===== config.mk =====
export PLATFORM = sky130hd
export DESIGN_NAME = dual_servo_slew_ramp_unit
export DESIGN_NICKNAME = d
export VERILOG_FILES = /design/src/rtl/dssr_pkg.sv /design/src/rtl/dssr_cfg_regs.sv /design/src/rtl/dssr_step.sv /design/src/rtl/dual_servo_slew_ramp_unit.sv
export VERILOG_INCLUDE_DIRS = /design/src /design/src/rtl
export SDC_FILE = /design/constraint.sdc
export NUM_CORES = 1
export LEC_CHECK = 0
export BUFFER_PORTS_ARGS = -buffer_cell sky130_fd_sc_hd__buf_2
export CAP_MARGIN = 0
export CORE_MARGIN = 1.5
export CORE_UTILIZATION = 30
export CTS_BUF_LIST = sky130_fd_sc_hd__clkbuf_4
export DETAILED_ROUTE_END_ITERATION = 16
export HOLD_SLACK_MARGIN = 0.12
export RECOVER_POWER = 50
export SETUP_SLACK_MARGIN = 0.5
export SYNTH_ARGS = -nofsm -noshare
export SYNTH_HDL_FRONTEND = slang
export SYNTH_SLANG_ARGS = --single-unit

===== constraint.sdc =====
create_clock -name clk -period 14 [get_ports clk]
set_clock_uncertainty 0.1 [all_clocks]
set_input_delay 1.4 -clock clk [delete_from_list [all_inputs] [get_ports clk]]
set_output_delay 1.4 -clock clk [all_outputs]
set_load 0.005 [all_outputs]

===== src/rtl/assert_macros.svh =====
// Assertion macros shared by the RTL of the servo slew ramp unit.
// No dependencies; define SYNTH to compile the checks away.
`ifndef ASSERT_MACROS_SVH
`define ASSERT_MACROS_SVH

`ifndef SYNTH
// Check a property on every rising edge, skipped while reset is low.
`define DSSR_ASSERT_RST(lbl, clk, rst_n, prop, msg) \
  lbl: assert property (@(posedge clk) disable iff (!rst_n) (prop)) else $error(msg);
// Check a property on every rising edge, reset included.
`define DSSR_ASSERT_ALWAYS(lbl, clk, prop, msg) \
  lbl: assert property (@(posedge clk) (prop)) else $error(msg);
`else
`define DSSR_ASSERT_RST(lbl, clk, rst_n, prop, msg)
`define DSSR_ASSERT_ALWAYS(lbl, clk, prop, msg)
`endif

`endif


===== src/rtl/dssr_pkg.sv =====
// Shared types and constants for the dual servo slew ramp unit.
// No dependencies.
`timescale 1ns / 1ps

package dssr_pkg;

  localparam int unsigned POS_W   = 16;
  localparam int unsigned SWING_W = 15;
  localparam int unsigned CFG_W   = 16;
  localparam int unsigned CFG_IDX_W = 2;

  // Command codes carried in the mode field
  localparam logic [2:0] MODE_TICK     = 3'd0;
  localparam logic [2:0] MODE_NEUTRAL  = 3'd1;
  localparam logic [2:0] MODE_FORWARD  = 3'd2;
  localparam logic [2:0] MODE_BACKWARD = 3'd3;
  localparam logic [2:0] MODE_BOTH_UP  = 3'd4;
  localparam logic [2:0] MODE_BOTH_DN  = 3'd5;
  localparam logic [2:0] MODE_SPLIT    = 3'd6;

  // Configuration register indexes
  localparam logic [CFG_IDX_W-1:0] CFG_NEUTRAL_A = 2'd0;
  localparam logic [CFG_IDX_W-1:0] CFG_NEUTRAL_B = 2'd1;
  localparam logic [CFG_IDX_W-1:0] CFG_SWING     = 2'd2;

  localparam logic [POS_W-1:0]   NEUTRAL_RST  = 16'd3000;
  localparam logic [SWING_W-1:0] SWING_RST    = 15'd1000;
  localparam logic [POS_W-1:0]   INTERVAL_RST = 16'd1;

  typedef struct packed {
    logic [POS_W-1:0]   neutral_a;
    logic [POS_W-1:0]   neutral_b;
    logic [SWING_W-1:0] swing;
  } cfg_t;

  typedef struct packed {
    logic [2:0]       mode;
    logic [POS_W-1:0] amount;
    logic [POS_W-1:0] step_interval;
  } item_t;

  typedef struct packed {
    logic [POS_W-1:0] pos_a;
    logic [POS_W-1:0] pos_b;
    logic [POS_W-1:0] goal_a;
    logic [POS_W-1:0] goal_b;
    logic [POS_W-1:0] interval;
    logic [POS_W-1:0] tick_count;
  } ramp_state_t;

endpackage


===== src/rtl/dssr_cfg_regs.sv =====
// Configuration register file: neutral widths and swing.
// Depends on dssr_pkg.
`timescale 1ns / 1ps

module dssr_cfg_regs
  import dssr_pkg::*;
(
  input  logic                 clk,
  input  logic                 rst_n,
  input  logic                 cfg_we,
  input  logic [CFG_IDX_W-1:0] cfg_index,
  input  logic [CFG_W-1:0]     cfg_wdata,
  output cfg_t                 cfg
);

  cfg_t cfg_r, cfg_nxt;

  always_comb begin
    cfg_nxt = cfg_r;
    if (cfg_we) begin
      unique case (cfg_index)
        CFG_NEUTRAL_A: cfg_nxt.neutral_a = cfg_wdata;
        CFG_NEUTRAL_B: cfg_nxt.neutral_b = cfg_wdata;
        CFG_SWING:     cfg_nxt.swing     = cfg_wdata[SWING_W-1:0];
        default:       cfg_nxt = cfg_r;  // unknown index: drop
      endcase
    end
  end

  always_ff @(posedge clk) begin
    if (!rst_n) begin
      cfg_r.neutral_a <= NEUTRAL_RST;
      cfg_r.neutral_b <= NEUTRAL_RST;
      cfg_r.swing     <= SWING_RST;
    end else begin
      cfg_r <= cfg_nxt;
    end
  end

  assign cfg = cfg_r;

endmodule


===== src/rtl/dssr_step.sv =====
// Next-state logic for one item: goal selection, clamping, divider, one-count step.
// Depends on dssr_pkg.
`timescale 1ns / 1ps

module dssr_step
  import dssr_pkg::*;
(
  input  cfg_t        cfg,
  input  item_t       item,
  input  ramp_state_t cur,
  output ramp_state_t nxt
);

  function automatic logic [POS_W-1:0] win_lo(input logic [POS_W-1:0] n,
                                              input logic [SWING_W-1:0] s);
    logic [POS_W:0] d;
    d = {1'b0, n} - {2'b00, s};
    return d[POS_W] ? '0 : d[POS_W-1:0];
  endfunction

  function automatic logic [POS_W-1:0] win_hi(input logic [POS_W-1:0] n,
                                              input logic [SWING_W-1:0] s);
    logic [POS_W:0] h;
    h = {1'b0, n} + {2'b00, s};
    return h[POS_W] ? '1 : h[POS_W-1:0];
  endfunction

  // Exact p +/- amt, then clamp to [lo, hi]
  function automatic logic [POS_W-1:0] clamp_rel(input logic [POS_W-1:0] p,
                                                 input logic [POS_W-1:0] amt,
                                                 input logic             up,
                                                 input logic [POS_W-1:0] lo,
                                                 input logic [POS_W-1:0] hi);
    logic signed [POS_W+1:0] v;
    logic signed [POS_W+1:0] slo;
    logic signed [POS_W+1:0] shi;
    slo = signed'({2'b00, lo});
    shi = signed'({2'b00, hi});
    v = up ? signed'({2'b00, p}) + signed'({2'b00, amt})
           : signed'({2'b00, p}) - signed'({2'b00, amt});
    if (v < slo) v = slo;
    if (v > shi) v = shi;
    return v[POS_W-1:0];
  endfunction

  function automatic logic [POS_W-1:0] move_one(input logic [POS_W-1:0] p,
                                                input logic [POS_W-1:0] g);
    logic [POS_W-1:0] r;
    r = p;
    if (g > p)      r = p + 1'b1;
    else if (g < p) r = p - 1'b1;
    return r;
  endfunction

  logic [POS_W-1:0] lo_a, hi_a, lo_b, hi_b;
  logic [POS_W-1:0] tick_inc;
  logic [POS_W-1:0] goal_a, goal_b;
  logic             is_cmd, do_step;

  assign lo_a = win_lo(cfg.neutral_a, cfg.swing);
  assign hi_a = win_hi(cfg.neutral_a, cfg.swing);
  assign lo_b = win_lo(cfg.neutral_b, cfg.swing);
  assign hi_b = win_hi(cfg.neutral_b, cfg.swing);

  assign tick_inc = cur.tick_count + 1'b1;

  always_comb begin
    is_cmd = 1'b1;
    goal_a = cur.goal_a;
    goal_b = cur.goal_b;
    unique case (item.mode)
      MODE_NEUTRAL: begin
        goal_a = cfg.neutral_a;
        goal_b = cfg.neutral_b;
      end
      MODE_FORWARD: begin
        goal_a = hi_a;
        goal_b = lo_b;
      end
      MODE_BACKWARD: begin
        goal_a = lo_a;
        goal_b = hi_b;
      end
      MODE_BOTH_UP: begin
        goal_a = clamp_rel(cur.pos_a, item.amount, 1'b1, lo_a, hi_a);
        goal_b = clamp_rel(cur.pos_b, item.amount, 1'b1, lo_b, hi_b);
      end
      MODE_BOTH_DN: begin
        goal_a = clamp_rel(cur.pos_a, item.amount, 1'b0, lo_a, hi_a);
        goal_b = clamp_rel(cur.pos_b, item.amount, 1'b0, lo_b, hi_b);
      end
      MODE_SPLIT: begin
        goal_a = clamp_rel(cur.pos_a, item.amount, 1'b1, lo_a, hi_a);
        goal_b = clamp_rel(cur.pos_b, item.amount, 1'b0, lo_b, hi_b);
      end
      default: is_cmd = 1'b0;  // tick, and the unused code acts as a tick
    endcase
  end

  always_comb begin
    nxt        = cur;
    nxt.goal_a = goal_a;
    nxt.goal_b = goal_b;
    if (is_cmd) begin
      nxt.interval   = (item.step_interval == '0) ? INTERVAL_RST : item.step_interval;
      nxt.tick_count = '0;
      do_step        = 1'b1;
    end else if (tick_inc >= cur.interval) begin
      nxt.tick_count = '0;
      do_step        = 1'b1;
    end else begin
      nxt.tick_count = tick_inc;
      do_step        = 1'b0;
    end
    if (do_step) begin
      nxt.pos_a = move_one(cur.pos_a, goal_a);
      nxt.pos_b = move_one(cur.pos_b, goal_b);
    end
  end

endmodule


===== src/rtl/dual_servo_slew_ramp_unit.sv =====
// Top level of the dual servo slew ramp unit: handshake pipeline and ramp state.
// Depends on dssr_pkg, dssr_cfg_regs, dssr_step and assert_macros.svh.
//
//   channel | direction | handshake          | payload
//   --------+-----------+--------------------+---------------------------------
//   in_     | input     | in_valid/in_stall  | in_mode, in_amount, in_step_interval
//   out_    | output    | out_valid/out_stall| out_position_a/_b, out_moving
//   cfg_    | input     | cfg_we             | cfg_index, cfg_wdata
//
// One item per clock sustained while no result is held; a taken item goes into the
// input register, then into the result register once that register is free.
// The rate is set by the ramp state loop, which closes through the step logic
// back into the ramp state register.
// Reset (synchronous, rst_n low) empties both pipeline registers, restores the
// neutral/swing defaults and parks both channels at neutral with interval one.
// A held result stalls the input register, which in turn stalls in_ only when
// both registers are full.
`timescale 1ns / 1ps
`include "assert_macros.svh"

module dual_servo_slew_ramp_unit
  import dssr_pkg::*;
(
  input  logic                 clk,
  input  logic                 rst_n,
  // item input
  input  logic                 in_valid,
  output logic                 in_stall,
  input  logic [2:0]           in_mode,
  input  logic [POS_W-1:0]     in_amount,
  input  logic [POS_W-1:0]     in_step_interval,
  // result output
  output logic                 out_valid,
  input  logic                 out_stall,
  output logic [POS_W-1:0]     out_position_a,
  output logic [POS_W-1:0]     out_position_b,
  output logic                 out_moving,
  // configuration writes
  input  logic                 cfg_we,
  input  logic [CFG_IDX_W-1:0] cfg_index,
  input  logic [CFG_W-1:0]     cfg_wdata
);

  cfg_t        cfg;
  item_t       item_r;
  logic        item_vld_r, item_vld_nxt;
  ramp_state_t st_r, st_nxt;

  logic             out_vld_r, out_vld_nxt;
  logic [POS_W-1:0] out_pos_a_r, out_pos_b_r;
  logic             out_moving_r;

  logic in_take, item_fire, out_free;

  dssr_cfg_regs u_cfg (
    .clk       (clk),
    .rst_n     (rst_n),
    .cfg_we    (cfg_we),
    .cfg_index (cfg_index),
    .cfg_wdata (cfg_wdata),
    .cfg       (cfg)
  );

  dssr_step u_step (
    .cfg  (cfg),
    .item (item_r),
    .cur  (st_r),
    .nxt  (st_nxt)
  );

  // Result register is free when empty or being drained this cycle
  assign out_free  = !out_vld_r || !out_stall;
  // Advance the held item into the result register and commit its state
  assign item_fire = item_vld_r && out_free;
  // Hold off new items only when the input register cannot move on
  assign in_stall  = item_vld_r && !out_free;
  assign in_take   = in_valid && !in_stall;

  always_comb begin
    item_vld_nxt = item_vld_r;
    if (in_take)        item_vld_nxt = 1'b1;
    else if (item_fire) item_vld_nxt = 1'b0;
  end

  always_comb begin
    out_vld_nxt = out_vld_r;
    if (item_fire)       out_vld_nxt = 1'b1;
    else if (!out_stall) out_vld_nxt = 1'b0;
  end

  always_ff @(posedge clk) begin
    if (!rst_n) begin
      item_vld_r    <= 1'b0;
      out_vld_r     <= 1'b0;
      st_r.pos_a      <= NEUTRAL_RST;
      st_r.pos_b      <= NEUTRAL_RST;
      st_r.goal_a     <= NEUTRAL_RST;
      st_r.goal_b     <= NEUTRAL_RST;
      st_r.interval   <= INTERVAL_RST;
      st_r.tick_count <= '0;
    end else begin
      item_vld_r <= item_vld_nxt;
      out_vld_r  <= out_vld_nxt;
      if (item_fire) st_r <= st_nxt;
    end
  end

  // Payload registers: no reset
  always_ff @(posedge clk) begin
    if (in_take) begin
      item_r.mode          <= in_mode;
      item_r.amount        <= in_amount;
      item_r.step_interval <= in_step_interval;
    end
    if (item_fire) begin
      out_pos_a_r  <= st_nxt.pos_a;
      out_pos_b_r  <= st_nxt.pos_b;
      out_moving_r <= (st_nxt.pos_a != st_nxt.goal_a) || (st_nxt.pos_b != st_nxt.goal_b);
    end
  end

  assign out_valid      = out_vld_r;
  assign out_position_a = out_pos_a_r;
  assign out_position_b = out_pos_b_r;
  assign out_moving     = out_moving_r;

  // Divider never sits at or past the latched interval, which is never zero
  `DSSR_ASSERT_RST(a_tick_below_interval, clk, rst_n,
                   st_r.tick_count < st_r.interval, "tick count reached interval")
  // Input back-pressure only comes from a held result
  `DSSR_ASSERT_RST(a_stall_cause, clk, rst_n,
                   in_stall |-> (out_vld_r && out_stall && item_vld_r),
                   "input stalled without a held result")
  // An item that leaves the input register always lands as a valid result
  `DSSR_ASSERT_RST(a_fire_lands, clk, rst_n,
                   item_fire |=> out_vld_r, "committed item produced no result")
  // Ramp state changes only when an item commits
  `DSSR_ASSERT_RST(a_state_quiet, clk, rst_n,
                   (!$past(item_fire) && $past(rst_n)) |-> $stable(st_r),
                   "ramp state moved without an item")

endmodule

==> results.cfg <==
[drt]
dr.pass1.iters = 8
drtAntennaViolNets = 0
routed_via_density = 5.73
drt_iter0_markers = 2600
wl_per_cell_um = 22.2
num_vias = 23882
drc_errors = 0
wl_um = 92700

[run_status]
run_status = complete, but fails checks
violations = capacitance limit, slew limit

[timing]
rsz0062_at_grt = no
setup_viol = 0
finalHoldViolCount = 0
period_needed_ns = 12.84
timing.fmax_ghz = 0.0779
finalSetupTns_ns = 0
tightestPinTransition_ns = 4.01
relSlewSlack_pct = -167
layout_setup_ws_ns = 1.16
min_period_over_period_pct = 91.7
drv_slew = 297

[layout]
layout-drive-gt1-share_pct = 9.51
n_fill_cell = 8104
nNetsFinal = 3453
area.growth.synth_to_final_pct = 9.70
layout.cells.non_filler = 4166
seqCellArea_um2 = 4940
multiInputGateArea_um2 = 16800
final_util_pct = 33.3

[global_route]
grt_use_met3_pct = 4.00
grt_antenna_before_repair = 1
busiest_layer = met2
use_met1_pct = 30.7
grt_max_degree = 71
track_usage_pct = 22.9
grt-ovfl-total = 0
grtUsageMet2_pct = 35.6
grt_pass1_vias = 21789
grt_first_pass_wirelength_um = 137000

[critical_path]
r2r-end = out_moving$_DFFE_PP_
critPathLaunch = st_r[65]$_SDFFE_PN0P_
crit_path_end_kind = flop
worstPathArrival_ns = 13.31
cp_slowest_cell = o311ai_0
rrSetupSlack_ns = 1.16
critPathCapture = out_moving$_DFFE_PP_
criticalPathCategory = flop to flop
r2r_start = st_r[65]$_SDFFE_PN0P_
max_stage_delay_ns = 0.67
worst_setup_path_start_kind = flop
path_max_fanout = 11
ff2ff_path_depth = 40
critical_path_required_ns = 14.48

[synth]
synthDistinctLibCells = 103
ys_seq_area_share_pct = 21.5
synthArstFlopShare_pct = 0
synth_common_cells = nand2_1, ha_1, nor2_1
synth_warnings = 0
netlist_area_um2 = 23000
synth.avg_cell_area_um2 = 7.58
synth_flop_cell = dfxtp_1
netlist.area_leader.share_pct = 16.4
synth_edf_count = 68
synth.most_common_cell = nand2_1
yosys-top-cells-area = ha_1, dfxtp_1, edfxtp_1
synth.ff_latch_count = 213
synth_top_area_cell = ha_1
synthCells = 3040
synth_nets = 3407

[placement]
hpwl_um = 73700
dp_cells = 4050
io_buffers = 92
place_worst_setup_slack_ns = 0.952
gp_congestion = 1.02

[pwr]
finalPower_uw = 2820
leakage_uw = 0.0103
vdd_drop_max_uv = 52.2
power_density_nw_per_um2 = 112

[floorplan]
die_y_um = 280
coreArea_um2 = 75900
ioPinCount = 93
fp.dieW_um = 280
rows = 101
start_util_pct = 30.3
dieArea_um2 = 78400

[clocking]
clkTransAtPathRegs_ns = 0.07
cts_htree_levels = 2
clockRootBuffer = clkbuf_4
clock-sinks = 213
clockBufferDepth = 3
clk_latency_ns = 0.82
numCtsBuffers = 61
cts_tree = yes

[job]
maxCapViolCount = 6

[worst_hold_path]
hold_class = flop to flop
worst min-delay path by stage:
stage / startpoint / endpoint / slack (ns) / cells past startpoint
after floorplan: st_r[17]$_SDFFE_PN0P_ / st_r[17]$_SDFFE_PN0P_ / 0.34 / 2
after global placement: st_r[25]$_SDFFE_PN0P_ / st_r[25]$_SDFFE_PN0P_ / 0.34 / 2
after detailed placement: st_r[25]$_SDFFE_PN0P_ / st_r[25]$_SDFFE_PN0P_ / 0.35 / 2
after CTS: st_r[25]$_SDFFE_PN0P_ / st_r[25]$_SDFFE_PN0P_ / 0.36 / 2
after global routing: st_r[25]$_SDFFE_PN0P_ / st_r[25]$_SDFFE_PN0P_ / 0.37 / 2
final: st_r[23]$_SDFFE_PN0P_ / st_r[23]$_SDFFE_PN0P_ / 0.36 / 2
kinds of logic after synthesis:
family                   synth area share (%)
AO/OA/AOI/OAI                            26.1
XOR/XNOR                                 5.21
adder cells (fa/ha/maj)                  17.0
buffers and inverters                    6.00
flip-flops                               21.5
multiplexers                             1.84
AND/OR/NAND/NOR                          22.3
area by class of cell:
cell class	instances	share of cell area (%)
Tap cell	1030	5.10
Sequential cell	213	19.6
Clock inverter	22	0.416
Antenna cell	1	0.00991
Inverter	217	3.24
Clock buffer	90	2.67
Multi-Input combinational cell	2470	66.4
Timing Repair Buffer	123	2.62
report_power, final:
group / internal, µW / switching (µW) / total [µW]
logic: 522 / 990 / 1510
clock network: 296 / 302 / 599
registers: 674 / 37.9 / 712
per-stage QoR:
| step | hold WS, ns | area [µm²] |
|---|---|---|
| after floorplan | 0.336 | 23000 |
| after global placement | 0.344 | 24500 |
| after detailed placement | 0.349 | 24500 |
| after CTS | 0.359 | 25200 |
| after global routing | 0.372 | 25300 |
| final | 0.357 | 25300 |
registers in the layout, indices dropped and copies added, names as in the netlist:
| signal | count |
|---|---|
| u_cfg.cfg | 47 |
| out_position_a | 16 |
| item_vld_r | 1 |
| item_r | 35 |
| st_r | 96 |
| out_valid | 1 |
| out_moving | 1 |
| out_position_b | 16 |
cell usage in the layout, fill, tap and decap left out, types with 32 or more instances in the layout:
cell type    n
a211oi_1    48
a21o_1      32
a21oi_1    268
a31oi_1     37
buf_2       82
clkbuf_4    90
dfxtp_1    145
edfxtp_1    68
ha_1       300
inv_1      212
nand2_1    325
nand2b_1    36
nand3_1    107
nand4_1     36
nor2_1     282
nor2b_1     36
nor3_1      68
o211ai_1    50
o21a_1      35
o21ai_0    176
or3_1       32
xnor2_1     99
xor2_1      38
layer usage:
layer	part of all wire, %	up-vias
met1	43	11232
met5	0	-
met3	8.5	254
met4	5.2	0
li1	-	11188
met2	44	1208
timing repair:
item,in CTS,in global routing
hold buffers,0,0
setup buffers,0,3
gates resized for setup,0,10
endpoints found under the hold margin,0,0
setup endpoints to repair,0,1
critical path, delay by kind of cell (launching register included):
kind	cells	cell delay, ns
AOI/OAI and AO/OA	20	6.47
and+or+nand+nor	11	2.32
adders and majority gates	4	1.61
DFF	1	0.64
buffers and inverters	3	0.64
muxes	1	0.43
xor gates and xnor gates	1	0.38
(Power assumes the default switching activity.)
